`src/sv/integer_to_radix_digits_core_assert.svh`:
```
// Assertion macros shared by the radix conversion core modules.
// Needs a clock named i_clk and an active-low reset named i_rst_n in scope.
`ifndef INTEGER_TO_RADIX_DIGITS_CORE_ASSERT_SVH
`define INTEGER_TO_RADIX_DIGITS_CORE_ASSERT_SVH

// Same-cycle implication, checked outside reset.
`define ITRD_ASSERT_SAME(lbl, ante, cons, msg) \
    lbl: assert property (@(posedge i_clk) disable iff (!i_rst_n) (ante) |-> (cons)) \
        else $error(msg);

// Next-cycle implication, checked outside reset.
`define ITRD_ASSERT_NEXT(lbl, ante, cons, msg) \
    lbl: assert property (@(posedge i_clk) disable iff (!i_rst_n) (ante) |=> (cons)) \
        else $error(msg);

`endif

```
`src/sv/itrd_pkg.sv`:
```
// Shared types, constants and the digit character table for the radix core.
// No dependencies.
`timescale 1ns / 1ps
`default_nettype none

package itrd_pkg;

    localparam int DEF_VALUE_WIDTH = 31;
    localparam int RADIX_W         = 5;
    localparam int DIGIT_W         = 4;
    localparam int CHAR_W          = 7;
    // Quotient bits resolved per divider cycle
    localparam int STEP_BITS       = 8;
    // Command queue depth, a power of two
    localparam int QUEUE_DEPTH     = 2;

    localparam logic [RADIX_W-1:0] RADIX_MIN = RADIX_W'(2);
    localparam logic [RADIX_W-1:0] RADIX_MAX = RADIX_W'(16);

    // Classified command handed from the front to the back
    typedef struct packed {
        logic [RADIX_W-1:0] radix;
        logic               is_zero;
    } t_cmd_ctl;

    typedef enum logic [1:0] {
        ST_IDLE,
        ST_DIV,
        ST_EMIT
    } t_back_state;

    // Map a digit value to its uppercase ASCII character
    function automatic logic [CHAR_W-1:0] digit_to_char(input logic [DIGIT_W-1:0] d);
        logic [CHAR_W-1:0] c;
        case (d)
            4'h0:    c = 7'h30;
            4'h1:    c = 7'h31;
            4'h2:    c = 7'h32;
            4'h3:    c = 7'h33;
            4'h4:    c = 7'h34;
            4'h5:    c = 7'h35;
            4'h6:    c = 7'h36;
            4'h7:    c = 7'h37;
            4'h8:    c = 7'h38;
            4'h9:    c = 7'h39;
            4'hA:    c = 7'h41;
            4'hB:    c = 7'h42;
            4'hC:    c = 7'h43;
            4'hD:    c = 7'h44;
            4'hE:    c = 7'h45;
            default: c = 7'h46;
        endcase
        return c;
    endfunction

endpackage

`default_nettype wire

```
`src/sv/itrd_front.sv`:
```
// Front end: takes items, clamps the radix, flags zero and queues commands.
// Depends on itrd_pkg and the assertion macro header.
`timescale 1ns / 1ps
`default_nettype none
`include "integer_to_radix_digits_core_assert.svh"

module itrd_front
    import itrd_pkg::*;
#(
    parameter int VALUE_WIDTH = DEF_VALUE_WIDTH
) (
    input  wire logic                   i_clk,
    input  wire logic                   i_rst_n,
    input  wire logic                   i_start,
    output logic                        o_busy,
    input  wire logic [VALUE_WIDTH-1:0] i_value,
    input  wire logic [RADIX_W-1:0]     i_radix,
    output logic                        o_cmd_valid,
    input  wire logic                   i_cmd_ready,
    output logic [VALUE_WIDTH-1:0]      o_cmd_value,
    output t_cmd_ctl                    o_cmd_ctl
);

    localparam int QPTR_W = (QUEUE_DEPTH > 1) ? $clog2(QUEUE_DEPTH) : 1;
    localparam int CNT_W  = $clog2(QUEUE_DEPTH + 1);

    logic [VALUE_WIDTH-1:0] r_q_value [QUEUE_DEPTH];
    t_cmd_ctl               r_q_ctl   [QUEUE_DEPTH];
    logic [QPTR_W-1:0]      r_wr_ptr, n_wr_ptr;
    logic [QPTR_W-1:0]      r_rd_ptr, n_rd_ptr;
    logic [CNT_W-1:0]       r_count,  n_count;
    t_cmd_ctl               in_ctl;
    logic                   push;
    logic                   pop;

    // Classify the incoming beat: clamp radix to 2..16, flag a zero value
    always_comb begin
        if (i_radix < RADIX_MIN) begin
            in_ctl.radix = RADIX_MIN;
        end else if (i_radix > RADIX_MAX) begin
            in_ctl.radix = RADIX_MAX;
        end else begin
            in_ctl.radix = i_radix;
        end
        in_ctl.is_zero = (i_value == '0);
    end

    // Queue handshake
    assign o_busy      = (r_count == CNT_W'(QUEUE_DEPTH));
    assign push        = i_start && !o_busy;
    assign o_cmd_valid = (r_count != '0);
    assign pop         = o_cmd_valid && i_cmd_ready;
    assign o_cmd_value = r_q_value[r_rd_ptr];
    assign o_cmd_ctl   = r_q_ctl[r_rd_ptr];

    // Advance pointers and occupancy
    always_comb begin
        n_wr_ptr = push ? r_wr_ptr + QPTR_W'(1) : r_wr_ptr;
        n_rd_ptr = pop  ? r_rd_ptr + QPTR_W'(1) : r_rd_ptr;
        n_count  = r_count;
        if (push && !pop) begin
            n_count = r_count + CNT_W'(1);
        end else if (pop && !push) begin
            n_count = r_count - CNT_W'(1);
        end
    end

    always_ff @(posedge i_clk) begin
        if (!i_rst_n) begin
            r_wr_ptr <= '0;
            r_rd_ptr <= '0;
            r_count  <= '0;
        end else begin
            r_wr_ptr <= n_wr_ptr;
            r_rd_ptr <= n_rd_ptr;
            r_count  <= n_count;
        end
    end

    // Hold the queued payload
    always_ff @(posedge i_clk) begin
        if (push) begin
            r_q_value[r_wr_ptr] <= i_value;
            r_q_ctl[r_wr_ptr]   <= in_ctl;
        end
    end

    `ITRD_ASSERT_SAME(a_count_bound, 1'b1, r_count <= CNT_W'(QUEUE_DEPTH), "queue overfilled")
    `ITRD_ASSERT_NEXT(a_push_grows, push && !pop, r_count == $past(r_count) + CNT_W'(1), "push lost")
    `ITRD_ASSERT_NEXT(a_pop_shrinks, pop && !push, r_count == $past(r_count) - CNT_W'(1), "pop lost")

endmodule

`default_nettype wire

```
`src/sv/itrd_back.sv`:
```
// Back end: repeated division by the radix, digit stack, reversed emission.
// Depends on itrd_pkg and the assertion macro header.
`timescale 1ns / 1ps
`default_nettype none
`include "integer_to_radix_digits_core_assert.svh"

module itrd_back
    import itrd_pkg::*;
#(
    parameter int VALUE_WIDTH = DEF_VALUE_WIDTH
) (
    input  wire logic                   i_clk,
    input  wire logic                   i_rst_n,
    input  wire logic                   i_cmd_valid,
    output logic                        o_cmd_ready,
    input  wire logic [VALUE_WIDTH-1:0] i_cmd_value,
    input  wire t_cmd_ctl               i_cmd_ctl,
    output logic                        o_valid,
    output logic [CHAR_W-1:0]           o_digit_char,
    output logic                        o_last_digit
);

    localparam int STEPS  = (VALUE_WIDTH + STEP_BITS - 1) / STEP_BITS;
    localparam int PAD_W  = STEPS * STEP_BITS;
    localparam int AW     = $clog2(VALUE_WIDTH);
    localparam int SP_W   = AW + 1;
    localparam int SCNT_W = $clog2(STEPS + 1);

    t_back_state          r_state, n_state;
    logic [PAD_W-1:0]     r_dvd;
    logic [DIGIT_W-1:0]   r_rem;
    logic [RADIX_W-1:0]   r_radix;
    logic [SCNT_W-1:0]    r_step;
    logic [SP_W-1:0]      r_sp;
    logic [DIGIT_W-1:0]   r_rd_data;
    logic                 r_rd_vld;
    logic                 r_rd_last;
    logic [DIGIT_W-1:0]   mem [VALUE_WIDTH];

    logic [PAD_W-1:0]     div_dvd;
    logic [DIGIT_W-1:0]   div_rem;
    logic                 step_last;
    logic                 quo_zero;
    logic                 sp_one;
    logic [SP_W-1:0]      sp_m1;
    logic                 load_div;
    logic                 load_zero;
    logic                 div_done;
    logic                 rd_en;
    logic                 mem_we;
    logic [AW-1:0]        mem_wa;
    logic [DIGIT_W-1:0]   mem_wd;

    // Divider slice: resolve STEP_BITS quotient bits by restoring division
    always_comb begin
        logic [DIGIT_W:0]   rem_x;
        logic [DIGIT_W-1:0] rem;
        logic [PAD_W-1:0]   dvd;
        rem = r_rem;
        dvd = r_dvd;
        for (int i = 0; i < STEP_BITS; i++) begin
            rem_x = {rem, dvd[PAD_W-1]};
            dvd   = {dvd[PAD_W-2:0], 1'b0};
            if (rem_x >= r_radix) begin
                rem_x  = rem_x - r_radix;
                dvd[0] = 1'b1;
            end
            rem = rem_x[DIGIT_W-1:0];
        end
        div_dvd = dvd;
        div_rem = rem;
    end

    assign step_last = (r_step == SCNT_W'(STEPS - 1));
    assign quo_zero  = (div_dvd == '0);
    assign sp_one    = (r_sp == SP_W'(1));
    assign sp_m1     = r_sp - SP_W'(1);

    // Next state
    always_comb begin
        n_state = r_state;
        unique case (r_state)
            ST_IDLE: begin
                if (i_cmd_valid) begin
                    n_state = i_cmd_ctl.is_zero ? ST_EMIT : ST_DIV;
                end
            end
            ST_DIV: begin
                if (step_last && quo_zero) begin
                    n_state = ST_EMIT;
                end
            end
            ST_EMIT: begin
                if (sp_one) begin
                    n_state = ST_IDLE;
                end
            end
            default: n_state = ST_IDLE;
        endcase
    end

    // State outputs
    always_comb begin
        o_cmd_ready = 1'b0;
        load_div    = 1'b0;
        load_zero   = 1'b0;
        div_done    = 1'b0;
        rd_en       = 1'b0;
        unique case (r_state)
            ST_IDLE: begin
                o_cmd_ready = 1'b1;
                load_div    = i_cmd_valid && !i_cmd_ctl.is_zero;
                load_zero   = i_cmd_valid && i_cmd_ctl.is_zero;
            end
            ST_DIV: begin
                div_done = step_last;
            end
            ST_EMIT: begin
                rd_en = 1'b1;
            end
            default: o_cmd_ready = 1'b0;
        endcase
        mem_we = load_zero || div_done;
        mem_wa = load_zero ? '0 : r_sp[AW-1:0];
        mem_wd = load_zero ? '0 : div_rem;
    end

    // Control registers
    always_ff @(posedge i_clk) begin
        if (!i_rst_n) begin
            r_state   <= ST_IDLE;
            r_step    <= '0;
            r_sp      <= '0;
            r_rd_vld  <= 1'b0;
            r_rd_last <= 1'b0;
        end else begin
            r_state   <= n_state;
            r_rd_vld  <= rd_en;
            r_rd_last <= rd_en && sp_one;
            if (load_div) begin
                r_step <= '0;
                r_sp   <= '0;
            end else if (load_zero) begin
                r_sp   <= SP_W'(1);
            end else if (r_state == ST_DIV) begin
                r_step <= step_last ? '0 : r_step + SCNT_W'(1);
                if (div_done) begin
                    r_sp <= r_sp + SP_W'(1);
                end
            end else if (rd_en) begin
                r_sp <= sp_m1;
            end
        end
    end

    // Dividend, partial remainder and radix
    always_ff @(posedge i_clk) begin
        if (load_div) begin
            r_dvd   <= PAD_W'(i_cmd_value);
            r_rem   <= '0;
            r_radix <= i_cmd_ctl.radix;
        end else if (r_state == ST_DIV) begin
            r_dvd <= div_dvd;
            r_rem <= step_last ? '0 : div_rem;
        end
    end

    // Digit stack: push least significant first, pop most significant first
    always_ff @(posedge i_clk) begin
        if (mem_we) begin
            mem[mem_wa] <= mem_wd;
        end
        if (rd_en) begin
            r_rd_data <= mem[sp_m1[AW-1:0]];
        end
    end

    assign o_valid      = r_rd_vld;
    assign o_last_digit = r_rd_last;
    assign o_digit_char = digit_to_char(r_rd_data);

    `ITRD_ASSERT_NEXT(a_digits_contiguous, r_rd_vld && !r_rd_last, r_rd_vld, "digit gap")
    `ITRD_ASSERT_SAME(a_stack_room, r_state == ST_DIV, r_sp < SP_W'(VALUE_WIDTH), "stack overflow")
    `ITRD_ASSERT_NEXT(a_take_starts, i_cmd_valid && o_cmd_ready, r_state != ST_IDLE, "command dropped")

endmodule

`default_nettype wire

```
`src/sv/integer_to_radix_digits_core.sv`:
```
// A nonzero item is divided repeatedly by the radix, 8 quotient bits per cycle, and its digits
// go out one per cycle; a zero item skips the divider and emits a single '0'. The back end takes
// a new command only after reading the last digit of the previous one from its digit stack.
// busy rises only when the two-entry command queue is full; results cannot be stalled.
// Reset (synchronous, active low) empties the queue and returns the divider to idle.
// Top level: integer to ASCII digits in radix 2..16, built from itrd_front and itrd_back.
`timescale 1ns / 1ps
`default_nettype none

module integer_to_radix_digits_core
    import itrd_pkg::*;
#(
    parameter int VALUE_WIDTH = DEF_VALUE_WIDTH
) (
    input  wire logic                   i_clk,
    input  wire logic                   i_rst_n,
    input  wire logic                   start,
    output logic                        busy,
    input  wire logic [VALUE_WIDTH-1:0] i_value,
    input  wire logic [RADIX_W-1:0]     i_radix,
    output logic                        o_valid,
    output logic [CHAR_W-1:0]           o_digit_char,
    output logic                        o_last_digit
);

    logic                   cmd_valid;
    logic                   cmd_ready;
    logic [VALUE_WIDTH-1:0] cmd_value;
    t_cmd_ctl               cmd_ctl;

    // Accept and classify
    itrd_front #(
        .VALUE_WIDTH(VALUE_WIDTH)
    ) u_front (
        .i_clk      (i_clk),
        .i_rst_n    (i_rst_n),
        .i_start    (start),
        .o_busy     (busy),
        .i_value    (i_value),
        .i_radix    (i_radix),
        .o_cmd_valid(cmd_valid),
        .i_cmd_ready(cmd_ready),
        .o_cmd_value(cmd_value),
        .o_cmd_ctl  (cmd_ctl)
    );

    // Convert and emit
    itrd_back #(
        .VALUE_WIDTH(VALUE_WIDTH)
    ) u_back (
        .i_clk       (i_clk),
        .i_rst_n     (i_rst_n),
        .i_cmd_valid (cmd_valid),
        .o_cmd_ready (cmd_ready),
        .i_cmd_value (cmd_value),
        .i_cmd_ctl   (cmd_ctl),
        .o_valid     (o_valid),
        .o_digit_char(o_digit_char),
        .o_last_digit(o_last_digit)
    );

endmodule

`default_nettype wire
```
`config.mk`:
```
export PLATFORM = sky130hd
export DESIGN_NAME = integer_to_radix_digits_core
export DESIGN_NICKNAME = d
export VERILOG_FILES = /design/src/sv/itrd_pkg.sv /design/src/sv/itrd_front.sv /design/src/sv/itrd_back.sv /design/src/sv/integer_to_radix_digits_core.sv
export VERILOG_INCLUDE_DIRS = /design/src /design/src/sv
export SDC_FILE = /design/constraint.sdc
export NUM_CORES = 1
export LEC_CHECK = 0
export BUFFER_PORTS_ARGS = -buffer_cell sky130_fd_sc_hd__buf_4
export CORE_ASPECT_RATIO = 1.5
export CORE_UTILIZATION = 46
export DETAILED_ROUTE_END_ITERATION = 10
export GPL_TIMING_DRIVEN = 0
export PLACE_DENSITY_LB_ADDON = 0.05
export SLEW_MARGIN = 20
export SYNTH_ARGS = -nofsm -noshare
export SYNTH_HDL_FRONTEND = slang
export SYNTH_SLANG_ARGS = --single-unit
```
`constraint.sdc`:
```
create_clock -name i_clk -period 13.9 [get_ports i_clk]
set_clock_uncertainty 0.15 [all_clocks]
set_input_delay 2.78 -clock i_clk [delete_from_list [all_inputs] [get_ports i_clk]]
set_output_delay 2.78 -clock i_clk [all_outputs]
set_load 0.05 [all_outputs]
```
# Word level (Yosys, flattened, before mapping)

Memory sizes are Yosys's and may differ from the RTL's. A register that Yosys moved wholly into a read port is not among the register bits.
Cells that the tools add are included.
Widths: inputs -> output; s select.

$add $sub $neg: 15
$mul: 0
Div/mod/pow operators: 0
Magnitude comparators: 10
Eq/ne operators: 10
Shift operators: 0
Multiplexer cells: 48
Bitwise gates (word level): 2
Reduce and logical (&&, ||, !) cells: 27

Operator list:

| kind                | count |
|---|---|
| $mux 31             | 2 |
| $ge 5x5->1          | 8 |
| $mux 4              | 10 |
| $logic_not 32->1    | 1 |
| $sub 4x4->4         | 8 |
| $logic_not 31->1    | 1 |
| $mux 1              | 22 |
| $mux 6              | 3 |
| $mux 5              | 3 |
| $mux 2              | 6 |
| $logic_and 1x1->1   | 8 |
| $ne 2x1->1 const B  | 4 |
| $reduce_bool 2->1   | 4 |
| $add 6x1->6 const B | 1 |
| $eq 6x1->1 const B  | 1 |
| $pmux 2 s3          | 1 |
| $reduce_and 2->1    | 3 |
| $sub 6x1->6 const B | 1 |
| $gt 5x5->1 const B  | 1 |
| $lt 5x2->1 const B  | 1 |
| $eq 2x2->1 const B  | 2 |
| $logic_not 1->1     | 4 |
| $add 3x1->3 const B | 1 |
| $eq 3x2->1 const B  | 1 |
| other kinds (13)    | 15 |

Register bits: 58
Latch bits: 0
Bits in writable memories: 198
ROM bits: 112
Output and inout port bits: 10
Logic and storage cells: 129
Memories: 4

Memories:

| memory            | depth | bits a word | rd ports | clocked after Yosys merged registers in | wr ports | line             | RTL |
|---|---|---|---|---|---|---|---|
| u_back.mem        | 31    | 4           | 1        | 1                                       | 1        | itrd_back.sv:38  | `logic [DIGIT_W-1:0] mem [VALUE_WIDTH];` |
| (name not given)  | 16    | 7           | 1        | 0                                       | 0        | itrd_pkg.sv:35   | `case (d)` |
| u_front.r_q_value | 2     | 31          | 1        | 1                                       | 1        | itrd_front.sv:27 | `logic [VALUE_WIDTH-1:0] r_q_value [QUEUE_DEPTH];` |
| u_front.r_q_ctl   | 2     | 6           | 1        | 1                                       | 1        | itrd_front.sv:28 | `t_cmd_ctl r_q_ctl [QUEUE_DEPTH];` |

# Depth between registers and ports, before layout

Gate-level depths: netlist of the first run.

Depth after elaboration: 20
Mapped depth: 50

# By module

From an unflattened synthesis of the first run, not the netlist that was laid out.

Cell total of the unflattened synthesis: 910
Area, all modules: 12409.4 um^2

Modules (own cells, without submodules):

| module     | times used | cells each | area an instance (um^2) |
|---|---|---|---|
| itrd_back  | 1          | 751        | 9390.3 |
| itrd_front | 1          | 159        | 3019.1 |

# Least setup slack after synthesis of the first run

No wires, ideal clock.

Path type: reg2reg
Start point: register u_back.r_radix[1]
End point: memory u_back.mem[0][1] (data pin)
Arrival time: 10.954 ns
Data required time: 13.404 ns
Slack: 2.450 ns
Cell stages (with the launch flop): 44
Path buffers: 0
Period minus slack after synthesis: 11.450 ns
Cells stage by stage: edfxtp_1 inv_1 ha_1 a31oi_1 o21ai_1 mux2_2 ha_1 a21o_1 a31oi_1 o21ai_1 mux2_2 ha_1 nand2_1 o21ai_1 mux2_2 inv_1 ha_1 a21o_1 (+8 left out) mux2_2 ha_1 a21o_1 a31oi_1 o211ai_1 and2_1 ha_1 a21oi_1 o21ai_0 a31oi_2 nor2_1 a21oi_1 inv_1 ha_1 a211oi_1 o31ai_1 mux2_2 nor2_1

Longest elaborated chain between the ends: 17
Elaborated cells between the ends (all ways): 25
Those cells by class: add/sub: 8; order compare: 8; mux: 9

RTL lines:

| what                                      | line                             | RTL |
|---|---|---|
| start, declared                           | itrd_back.sv:32                  | `logic [RADIX_W-1:0] r_radix;` |
| start signal, assigned                    | itrd_back.sv:161                 | `r_radix <= i_cmd_ctl.radix;` |
| $sub 4x4->4 or $ge 5x5->1 (tied branches) | itrd_back.sv:65, itrd_back.sv:64 |  |
| $mux 4                                    | itrd_back.sv:64                  | `if (rem_x >= r_radix) begin` |
| $sub 4x4->4 or $ge 5x5->1 (tied branches) | itrd_back.sv:65, itrd_back.sv:64 |  |
| $mux 4                                    | itrd_back.sv:64                  |  |
| $sub 4x4->4 or $ge 5x5->1 (tied branches) | itrd_back.sv:65, itrd_back.sv:64 |  |
| $mux 4                                    | itrd_back.sv:64                  |  |
| $ge 5x5->1 or $sub 4x4->4 (tied branches) | itrd_back.sv:64, itrd_back.sv:65 |  |
| $mux 4                                    | itrd_back.sv:64                  |  |
| (+2 left out)                             | -                                |  |
| $sub 4x4->4 or $ge 5x5->1 (tied branches) | itrd_back.sv:65, itrd_back.sv:64 |  |
| $mux 4                                    | itrd_back.sv:64                  |  |
| $ge 5x5->1 or $sub 4x4->4 (tied branches) | itrd_back.sv:64, itrd_back.sv:65 |  |
| $mux 4                                    | itrd_back.sv:64                  |  |
| $sub 4x4->4 or $ge 5x5->1 (tied branches) | itrd_back.sv:65, itrd_back.sv:64 |  |
| $mux 4 (*)                                | itrd_back.sv:64                  |  |
| $mux 4 (*)                                | itrd_back.sv:125                 | `mem_wd = load_zero ? '0 : div_rem;` |
| named net u_back.mem_wd[1]                | itrd_back.sv:52                  | `logic [DIGIT_W-1:0] mem_wd;` |
| end, declared                             | itrd_back.sv:38                  |  |

The timed path passes the listed nets; every way through them passes the cells marked *.

# Worst setup path in the final report of the first run

Start point: register u_back.r_radix[1]
End point: memory u_back.mem[13][0] (data pin)

Longest elaborated chain between the ends: 17
Elaborated cells between the ends (all ways): 24
Those cells by class: add/sub: 7; order compare: 8; mux: 9

RTL lines:

| what                                      | line |
|---|---|
| $sub 4x4->4 or $ge 5x5->1 (tied branches) | itrd_back.sv:65, itrd_back.sv:64 |
| $mux 4                                    | itrd_back.sv:64 |
| $sub 4x4->4 or $ge 5x5->1 (tied branches) | itrd_back.sv:65, itrd_back.sv:64 |
| $mux 4                                    | itrd_back.sv:64 |
| $sub 4x4->4 or $ge 5x5->1 (tied branches) | itrd_back.sv:65, itrd_back.sv:64 |
| $mux 4                                    | itrd_back.sv:64 |
| $ge 5x5->1 or $sub 4x4->4 (tied branches) | itrd_back.sv:64, itrd_back.sv:65 |
| $mux 4                                    | itrd_back.sv:64 |
| $sub 4x4->4 or $ge 5x5->1 (tied branches) | itrd_back.sv:65, itrd_back.sv:64 |
| $mux 4                                    | itrd_back.sv:64 |
| $sub 4x4->4 or $ge 5x5->1 (tied branches) | itrd_back.sv:65, itrd_back.sv:64 |
| $mux 4                                    | itrd_back.sv:64 |
| $sub 4x4->4 or $ge 5x5->1 (tied branches) | itrd_back.sv:65, itrd_back.sv:64 |
| $mux 4                                    | itrd_back.sv:64 |
| $ge 5x5->1 (*)                            | itrd_back.sv:64 |
| $mux 4 (*)                                | itrd_back.sv:64 |
| $mux 4 (*)                                | itrd_back.sv:125 |

Mark *: on every way between the ends. The rest lies on a longest branch, timed or not.

==> summary.md, run 1 <==
| Metric | Value |
|---|---|
| Distinct cell type count after synthesis | `51` |
| Layout area overhead | `14.5%` |
| Ranking of synthesized cells by area | `edfxtp_1 (59%), mux4_2 (6.7%), ha_1 (5.1%), mux2i_1 (3.9%), dfxtp_1 (3.8%)` |
| Clock Tree Buf Depth | `3` |
| Hold Slack | `0.284 ns` |
| Cell with the most instances after synthesis | `edfxtp_1` |
| Fillers | `2067` |
| CP Data Required Time | `14.02 ns` |
| Share of layout cells above drive strength 1 | `19.2%` |
| Final ANT Viol Nets | `0` |
| Min cycle time layout | `12.85 ns` |
| Top_reg_cell synth | `edfxtp_1` |
| Largest family of logic cells by synthesized area | `multiplexers` |
| Register area | `7610 um2` |
| Pre-antenna DRT Iters | `7` |
| CTS tree | `yes` |
| Row count | `72` |
| R2R setup slack | `1.05 ns` |
| Fraction of the mapped netlist area in adder cells | `6.45%` |
| Synth top area share | `58.7%` |
| Via-to-Cell Ratio | `5.61` |
| YS warnings | `0` |
| Max-Slew Margin vs Limit | `24.4%` |
| Final setup fails | `0` |
| Max Slew Vio Count | `0` |
| Synth area leader | `edfxtp_1` |
| Post-synth EDFFs | `238` |
| Status | `completed` |
| Initial antenna violation count | `0` |
| Crit path kind | `flip-flop to flip-flop` |
| Num CTS Buffers | `25` |
| Mux cell area share after synthesis | `12.8%` |
| Synth Cell Area | `12200 um2` |
| Root buffer cell | `clkbuf_16` |
| Simple-gate share of the synthesized area | `7.78%` |
| Hold Vio Cnt, Final | `0` |
| Post-Route WL | `27000 um` |
| Total GRT Usage | `20.3%` |
| Cells after synthesis | `851` |
| Arrival time at the worst endpoint | `12.97 ns` |
| XOR/XNOR Fraction of Synth Area | `1.94%` |
| Starting DRC count in detailed routing | `428` |
| H-tree levels | `1` |
| Initial Util | `47.1%` |
| Slew @ Worst Pin | `1.13 ns` |
| Num ports | `49` |
| Synth Area in Compound Gates | `6.02%` |
| Gr ovfl total | `0` |
| Vias | `7216` |
| Clock transition at the registers of the reported paths | `0.07 ns` |
| Drt wl/cell | `21.0 um` |
| Final Cycle Share | `92.5%` |
| Number of global-route vias before repair | `7640` |
| CP Capture Type | `flip-flop` |
| Die width | `135 um` |
| Yosys reg bits | `261` |
| Max stage delay on crit path | `0.58 ns` |
| CTS hold repair buffers | `0` |
| Post-route DRC | `0` |
| Maxcap violations | `0` |
| Highest clock rate | `0.0778 GHz` |
| DIE HEIGHT | `201 um` |
| Total Nets Final | `1031` |
| Dpl hpwl | `19700 um` |
| Fraction of registers with async set/reset | `0%` |
| Worst setup SP type | `flip-flop` |
| Sequential share of the synthesized area | `62.5%` |
| RSZ-0062 raised after global routing | `no` |
| Syn_nets | `948` |
| Slowest cell on the critical path | `o31ai_2` |
| Core Box Area | `25900 um2` |
| Ant diodes | `0` |
| Largest net degree at the start of global routing | `33` |
| Routability Congestion | `0.858` |
| CP most frequent cell | `ha_1` |
| First-pass GRT wire length | `41400 um` |
| Clock latency at the later pin of the worst-skew pair | `0.53 ns` |
| Worst-path maximum fanout | `15` |
| Die ar. | `27100 um2` |
| Commonest cells in the synthesized netlist | `edfxtp_1 (238), nor2_1 (88), a21oi_1 (62)` |
| Hold crit path type | `flip-flop to flip-flop` |
| Avg Cell Area, Syn | `14.3 um2` |
| IO Port Bufs | `48` |
| Clk sinks | `261` |
| Multi-input gate area | `4350 um2` |
layout by cell type, fill, tap and decap left out, types with 3 or more instances in the layout:
cell,synthesis,final
edfxtp_1,238,238
fa_1,8,8
a21o_1,14,14
nand2_1,28,28
inv_1,43,42
and2_1,6,6
nor2_1,88,83
clkinvlp_4,0,4
dfxtp_1,23,23
buf_1,5,5
nor4_1,14,14
xor2_1,8,8
nand4_1,8,8
mux2i_1,47,47
clkbuf_8,0,3
xnor2_1,19,18
clkbuf_1,25,30
buf_4,1,52
nand2b_1,11,11
mux2_2,25,25
nor2b_1,7,7
nor2_4,0,7
a21oi_1,62,62
clkbuf_16,0,26
mux4_2,36,36
nand3_1,7,7
a31oi_1,6,6
nor3_1,12,12
or2_2,3,3
o21ai_0,19,19
nor3b_1,3,3
ha_1,50,50
o21ai_2,0,3
worst paths after layout:
| check | from | end | cells past startpoint |
|---|---|---|---|
| hold / removal | u_back.r_step[2] | u_back.r_step[2] | 2 |
| hold reg to reg | u_back.r_step[2] | u_back.r_step[2] | 2 |
| setup reg to reg | u_back.r_radix[1] | u_back.mem[13][0] | 45 |
| setup / recovery | u_back.r_radix[1] | u_back.mem[13][0] | 45 |
what timing repair did:
action | CTS | global route
resized for setup | 2 | 5
cloned | 0 | 2
buffers inserted | 0 | 3
pin swaps | 0 | 2
setup endpoints to repair | 124 | 129
cell type report:
cell class	instances	share of cell area, %
repair buffers	54	3.14
multi-input cells	516	31.2
clock inverters	12	0.799
clock buffers	34	5.10
inverters	43	1.16
plain buffers	33	1.02
well taps	333	2.99
flip-flops and latches	261	54.6
per-layer routing:
layer,GRT usage (%),wire [um],vias up
met5,0,0,-
met4,8.67,889,0
met3,2.02,661,48
met2,41.1,15900,144
met1,20.2,9540,3635
li1,-,-,3389
registers in the layout (all words and copies together) (netlist names), named ones only:
signal	count
u_back.r_state	2
u_front.r_q_ctl	12
u_back.o_valid	1
u_back.o_last_digit	1
u_back.r_radix	5
u_front.r_q_value	62
u_front.r_wr_ptr	1
u_front.r_rd_ptr	1
u_back.r_sp	6
u_back.r_step	3
u_front.r_count	2
u_back.r_dvd	32
u_back.r_rem	4
u_back.r_rd_data	4
u_back.mem	124
cell families after synthesis:
logic type               count (synthesis)
flip-flops                             261
AND/OR/NAND/NOR                        197
AO/OA/AOI/OAI                          124
multiplexers                           108
buffers and inverters                   76
adder cells (fa/ha/maj)                 58
XOR/XNOR                                27
through the flow:
step | instances | util [%] | setup slack [ns] | instance area [um2] | setup TNS [ns]
after floorplan | 851 | - | 2.45 | 12200 | 0
after global placement | 1232 | 50.1 | -0.895 | 13000 | -98.01
after detailed placement | 1235 | 50.5 | -0.328 | 13100 | -36.10
after CTS | 1281 | 53.7 | 0.106 | 13900 | 0
after global routing | 1286 | 53.9 | 0.0989 | 13900 | 0
final | 1286 | 53.9 | 1.05 | 13900 | 0
worst max-delay path, delay by kind of cell, from the launching register on:
kind                       cells  cell delay (ns)
AOI/OAI and AO/OA             24             6.23
adders and majority gates      8             2.60
muxes                          5             1.74
and+or+nand+nor                4             0.74
buffers and inverters          4             0.65
DFF                            1             0.48
Power of run 1 is not shown: default switching activity piles up to over one toggle a cycle in this logic, so the estimate is an artifact.
==> run 2: changes to the inputs <==
==> constraint.sdc (replaced) <==
create_clock -name i_clk -period 13.12 [get_ports i_clk]
set_clock_uncertainty 0.15 [all_clocks]
set_input_delay 2.624 -clock i_clk [delete_from_list [all_inputs] [get_ports i_clk]]
set_output_delay 2.624 -clock i_clk [all_outputs]
set_load 0.05 [all_outputs]
==> run 2 against run 1 <==
Final cell count barely moved. Global-route usage rose by 0.29 points. Die area stayed put. First-iteration DRC count decreased by 4.7%. Critical path type unchanged. Largest cell class unchanged. Highest routed layer unchanged.
==> summary.md, run 2 (same netlist as run 1, synthesis figures left out) <==
| Metric | Value |
|---|---|
| Fillers | `2060 (was 2067)` |
| Hold Vio Cnt, Final | `0 (unchanged)` |
| DIE HEIGHT | `201 um (unchanged)` |
| Post-route DRC | `0 (unchanged)` |
| CP Data Required Time | `13.23 ns (was 14.02 ns)` |
| Initial Util | `47.1% (unchanged)` |
| IO Port Bufs | `48 (unchanged)` |
| Initial antenna violation count | `0 (unchanged)` |
| Reg-to-Reg Start | `u_back.r_radix[1] (unchanged)` |
| WP buf/inv | `3 (was 4)` |
| Post-Route WL | `27200 um (was 27000 um)` |
| Starting DRC count in detailed routing | `408 (was 428)` |
| Num CTS Buffers | `25 (unchanged)` |
| CP most frequent cell | `ha_1 (unchanged)` |
| Routability Congestion | `0.858 (unchanged)` |
| CTS tree | `yes (unchanged)` |
| Final Cycle Share | `92.9% (was 92.5%)` |
| Final ANT Viol Nets | `0 (unchanged)` |
| Clock transition at the registers of the reported paths | `0.07 ns (about the same)` |
| Cells on Worst Hold Path | `2 (unchanged)` |
| Min-delay src | `u_back.r_step[2] (unchanged)` |
| Row count | `72 (unchanged)` |
| Arrival time at the worst endpoint | `12.31 ns (was 12.97 ns)` |
| Drt wl/cell | `21.2 um (was 21.0 um)` |
| Die width | `135 um (unchanged)` |
| Total Nets Final | `1030 (was 1031)` |
| Worst setup SP type | `flip-flop (unchanged)` |
| Via-to-Cell Ratio | `5.63 (was 5.61)` |
| Gr ovfl total | `0 (unchanged)` |
| Maxcap violations | `0 (unchanged)` |
| Leading cell type in the layout, fill and taps excluded | `edfxtp_1 (unchanged)` |
| Total GRT Usage | `20.6% (was 20.3%)` |
| Vias | `7231 (was 7216)` |
| R2R setup slack | `0.93 ns (was 1.05 ns)` |
| Die ar. | `27100 um2 (unchanged)` |
| Dpl ws | `-1.11 ns (was -0.328 ns)` |
| Post-route setup slack | `0.928 ns (was 1.05 ns)` |
| Hold crit path type | `flip-flop to flip-flop (unchanged)` |
| Share of layout cells above drive strength 1 | `19.3% (was 19.2%)` |
| R2R cell count | `45 (unchanged)` |
| Slowest cell on the critical path | `mux2_2 (was o31ai_2)` |
| Register area | `7610 um2 (unchanged)` |
| Largest net degree at the start of global routing | `33 (unchanged)` |
| Final setup fails | `0 (unchanged)` |
| Largest regs | `u_back.mem: 124 flops, u_front.r_q_value: 62 flops, u_back.r_dvd: 32 flops (unchanged)` |
| Worst Hold End | `u_back.r_step[2] (unchanged)` |
| Root buffer cell | `clkbuf_16 (unchanged)` |
| CP top delay family | `compound AO/OA/AOI/OAI gates (unchanged)` |
| Max stage delay on crit path | `0.48 ns (was 0.58 ns)` |
| Status | `completed (unchanged)` |
| Crit path kind | `flip-flop to flip-flop (unchanged)` |
| Ant diodes | `0 (unchanged)` |
| Max reg flops | `124 (unchanged)` |
| Pre-antenna DRT Iters | `4 (was 7)` |
| Capture point of the worst reg-to-reg path | `u_back.mem[12][1] (was u_back.mem[13][0])` |
| RSZ-0062 raised after global routing | `no (unchanged)` |
| Clock Tree Buf Depth | `3 (unchanged)` |
| Top reg by flops | `u_back.mem (unchanged)` |
| Number of global-route vias before repair | `7692 (was 7640)` |
| Clk sinks | `261 (unchanged)` |
| Clock latency at the later pin of the worst-skew pair | `0.53 ns (about the same)` |
| Max-Slew Margin vs Limit | `16.2% (was 24.4%)` |
| Multi-input gate area | `4390 um2 (was 4350 um2)` |
| Worst setup path start | `u_back.r_radix[1] (unchanged)` |
| Core Box Area | `25900 um2 (unchanged)` |
| Max Slew Vio Count | `0 (unchanged)` |
| CP Capture Type | `flip-flop (unchanged)` |
| Dpl hpwl | `19700 um (unchanged)` |
| Layout area overhead | `14.6% (was 14.5%)` |
| Highest clock rate | `0.0820 GHz (was 0.0778 GHz)` |
| First-pass GRT wire length | `42000 um (was 41400 um)` |
| Highest-count cells in the layout ignoring fill and taps | `edfxtp_1 (238), nor2_1 (83), a21oi_1 (62), ha_1 (50), buf_4 (50) (was edfxtp_1 (238), nor2_1 (83), a21oi_1 (62), buf_4 (52), ha_1 (50))` |
| Num ports | `49 (unchanged)` |
| Min cycle time layout | `12.19 ns (was 12.85 ns)` |
| H-tree levels | `1 (unchanged)` |
| Slew @ Worst Pin | `1.26 ns (was 1.13 ns)` |
| Worst-path maximum fanout | `15 (unchanged)` |
run 2: cell count changes in the layout (fill, tap and decap cells not counted), sizes merged:
cell	change
buf	-2
nor2	+1
run 2: layer usage:
metal	vias up	track usage (%)	routed length (um)
met5	-	0	0
met4	0	8.71	953
met3	54	2.12	779
met2	169	41.6	16000
met1	3619	20.6	9430
li1	3389	-	-
run 2: layout make-up:
type	instances	share of cell area, %
tap	333	2.98
inverter	43	1.16
sequential	261	54.5
clock inverter	12	0.798
multi-input combinational	517	31.4
buffer	33	1.02
clock buffer	34	5.09
timing repair buffer	52	3.03
run 2: through the flow:
step / instances / hold slack (ns) / utilization, % / setup TNS, ns / area [um2]
after floorplan: 851 / 0.259 / - / 0 / 12200
after global placement: 1232 / 0.267 / 50.1 / -194.77 / 13000
after detailed placement: 1235 / 0.277 / 50.5 / -135.61 / 13100
after CTS: 1284 / 0.286 / 53.8 / 0 / 13900
after global routing: 1285 / 0.333 / 54.0 / 0 / 14000
final: 1285 / 0.284 / 54.0 / 0 / 14000
run 2: worst max-delay path by stage:
stage	endpoint	slack (ns)	cells past startpoint
2_1_floorplan	u_back.mem[0][1]	1.67	43
3_3_place_gp	u_back.mem[17][1]	-1.68	46
3_5_place_dp	u_back.mem[18][1]	-1.11	45
4_1_cts	u_back.mem[22][0]	0.17	46
5_1_grt	u_back.mem[0][2]	0.02	46
6_report	u_back.mem[12][1]	0.93	45
run 2: tightest hold or removal path: cells and delay by family (launching register included):
family / cells / cell delay (ns)
AOI/OAI and AO/OA: 1 / 0.03
buffers and inverters: 1 / 0.05
DFF: 1 / 0.31
run 2: timing repair:
action / in CTS / in global routing
hold buffers: 0 / 0
buffers inserted: 1 / 0
cloned: 2 / 1
setup endpoints to repair: 131 / 129
pin swaps: 2 / 1
gates resized for setup: 5 / 8
Power of run 2 is left out for the same reason.
==> run 3: changes to the inputs <==
--- a/config.mk
+++ b/config.mk
@@ -12,6 +12,7 @@
 export DETAILED_ROUTE_END_ITERATION = 10
 export GPL_TIMING_DRIVEN = 0
 export PLACE_DENSITY_LB_ADDON = 0.05
+export RECOVER_POWER = 50
 export SLEW_MARGIN = 20
 export SYNTH_ARGS = -nofsm -noshare
 export SYNTH_HDL_FRONTEND = slang
==> run 3 against run 2 <==
The run now ends with capacitance limit, slew limit left. Critical path depth unchanged. Final cell count unchanged. First-iteration DRC count increased by 12%. Non-clock buffer count unchanged. Core utilization decreased by 0.62 points. Fmax about the same. Critical path type unchanged. Critical endpoint unchanged.
==> summary.md, run 3 (same netlist as run 1, synthesis figures left out) <==
| Metric | Value |
|---|---|
| Status | `finished with violations (was completed)` |
| Failing checks | `capacitance limit, slew limit` |
| Leading cell type in the layout, fill and taps excluded | `edfxtp_1 (unchanged)` |
| Hold crit path type | `flip-flop to flip-flop (unchanged)` |
| Worst setup SP type | `flip-flop (unchanged)` |
| IO Port Bufs | `48 (unchanged)` |
| Initial antenna violation count | `0 (unchanged)` |
| Final Cycle Share | `93.0% (was 92.9%)` |
| Post-route DRC | `0 (unchanged)` |
| Arrival time at the worst endpoint | `12.31 ns (about the same)` |
| Highest-count cells in the layout ignoring fill and taps | `edfxtp_1 (238), nor2_1 (84), clkbuf_1 (65), a21oi_1 (62), ha_1 (50) (was edfxtp_1 (238), nor2_1 (83), a21oi_1 (62), ha_1 (50), buf_4 (50))` |
| CP Capture Type | `flip-flop (unchanged)` |
| First-pass GRT wire length | `42000 um (unchanged)` |
| Via-to-Cell Ratio | `5.61 (was 5.63)` |
| CTS tree | `yes (unchanged)` |
| Worst-path maximum fanout | `15 (unchanged)` |
| Clock transition at the registers of the reported paths | `0.07 ns (about the same)` |
| CP most frequent cell | `ha_1 (unchanged)` |
| Slew @ Worst Pin | `1.76 ns (was 1.26 ns)` |
| Clk sinks | `261 (unchanged)` |
| Total Nets Final | `1030 (unchanged)` |
| Num CTS Buffers | `25 (unchanged)` |
| DIE HEIGHT | `201 um (unchanged)` |
| Clock latency at the later pin of the worst-skew pair | `0.53 ns (about the same)` |
| CTS hold repair buffers | `0 (unchanged)` |
| Starting DRC count in detailed routing | `455 (was 408)` |
| Hold Vio Cnt, Final | `0 (unchanged)` |
| Dpl hpwl | `19700 um (unchanged)` |
| Post-Route WL | `27200 um (about the same)` |
| Highest clock rate | `0.0820 GHz (about the same)` |
| Top reg by flops | `u_back.mem (unchanged)` |
| Largest regs | `u_back.mem: 124 flops, u_front.r_q_value: 62 flops, u_back.r_dvd: 32 flops (unchanged)` |
| Slowest cell on the critical path | `mux2_2 (unchanged)` |
| Max stage delay on crit path | `0.47 ns (was 0.48 ns)` |
| Drt wl/cell | `21.1 um (was 21.2 um)` |
| Max Slew Vio Count | `61 (was 0)` |
| Fin Setup TNS | `0 ns (unchanged)` |
| Die ar. | `27100 um2 (unchanged)` |
| Crit path kind | `flip-flop to flip-flop (unchanged)` |
| Largest net degree at the start of global routing | `33 (unchanged)` |
| Pre-antenna DRT Iters | `5 (was 4)` |
| Routability Congestion | `0.858 (unchanged)` |
| Total GRT Usage | `20.6% (unchanged)` |
| Ant diodes | `0 (unchanged)` |
| Initial Util | `47.1% (unchanged)` |
| Number of global-route vias before repair | `7692 (unchanged)` |
| Placed inst area | `13100 um2 (unchanged)` |
| Final Instance Area | `13800 um2 (was 14000 um2)` |
| Gr ovfl total | `0 (unchanged)` |
| Core Box Area | `25900 um2 (unchanged)` |
| Final setup fails | `0 (unchanged)` |
| Row count | `72 (unchanged)` |
| Layout area overhead | `13.3% (was 14.6%)` |
| Root buffer cell | `clkbuf_16 (unchanged)` |
| CP Data Required Time | `13.24 ns (was 13.23 ns)` |
| Min cycle time layout | `12.20 ns (was 12.19 ns)` |
| H-tree levels | `1 (unchanged)` |
| Final ANT Viol Nets | `0 (unchanged)` |
| Max-Slew Margin vs Limit | `-17.4% (was 16.2%)` |
| Share of layout cells above drive strength 1 | `15.5% (was 19.3%)` |
| RSZ-0062 raised after global routing | `no (unchanged)` |
| Max reg flops | `124 (unchanged)` |
| Maxcap violations | `2 (was 0)` |
| Fillers | `2098 (was 2060)` |
| Die width | `135 um (unchanged)` |
| Vias | `7213 (was 7231)` |
| Num ports | `49 (unchanged)` |
| Clock Tree Buf Depth | `3 (unchanged)` |
==> run 3: area by class of cell <==
| type | count | area, um2 | share of cell area [%] |
|---|---|---|---|
| Clock inverter | 12 | 111 | 0.807 |
| Sequential cell | 261 | 7610 | 55.1 |
| Multi-Input combinational cell | 517 | 4380 | 31.7 |
| Clock buffer | 34 | 711 | 5.15 |
| Buffer | 33 | 143 | 1.03 |
| Tap cell | 333 | 417 | 3.02 |
| Timing Repair Buffer | 52 | 270 | 1.96 |
| Inverter | 43 | 161 | 1.17 |
==> run 3: routing by layer <==
| metal | up-vias | wire [um] | GRT usage (%) |
|---|---|---|---|
| li1 | 3390 | - | - |
| met1 | 3601 | 9480 | 20.6 |
| met2 | 165 | 15900 | 41.6 |
| met3 | 57 | 786 | 2.12 |
| met4 | 0 | 952 | 8.71 |
| met5 | - | 0 | 0 |
==> run 3: path summary, 6_finish.rpt <==
kind / endpoint / slack (ns) / start / cells after the start
setup / recovery: u_back.mem[12][1] / 0.92 / u_back.r_radix[1] / 45
hold / removal: u_back.r_step[2] / 0.28 / u_back.r_step[2] / 2
setup reg to reg: u_back.mem[12][1] / 0.92 / u_back.r_radix[1] / 45
hold reg to reg: u_back.r_step[2] / 0.28 / u_back.r_step[2] / 2
==> run 3: timing repair <==
action,4_1_cts,5_1_grt
pin swaps,2,1
gates cloned,2,1
setup buffers,1,0
resized for setup,5,8
endpoints found under the setup margin,131,129
==> run 3: worst max-delay path: cells and delay by family (launching register included) <==
kind,cells,cell delay [ns]
buffers and inverters,3,0.55
AO/OA/AOI/OAI,26,5.63
multiplexers,5,1.90
AND/OR/NAND/NOR,3,0.66
flip-flops,1,0.41
adder cells (fa/ha/maj),8,2.62
==> run 3: stage by stage <==
stage	hold WS (ns)	std cells	setup WS, ns	utilization [%]
after floorplan	0.259	851	1.67	-
after global placement	0.267	1232	-1.68	50.1
after detailed placement	0.277	1235	-1.11	50.5
after CTS	0.286	1284	0.166	53.8
after global routing	0.333	1285	0.0249	53.4
final	0.282	1285	0.923	53.4
Power of run 3 is left out for the same reason.
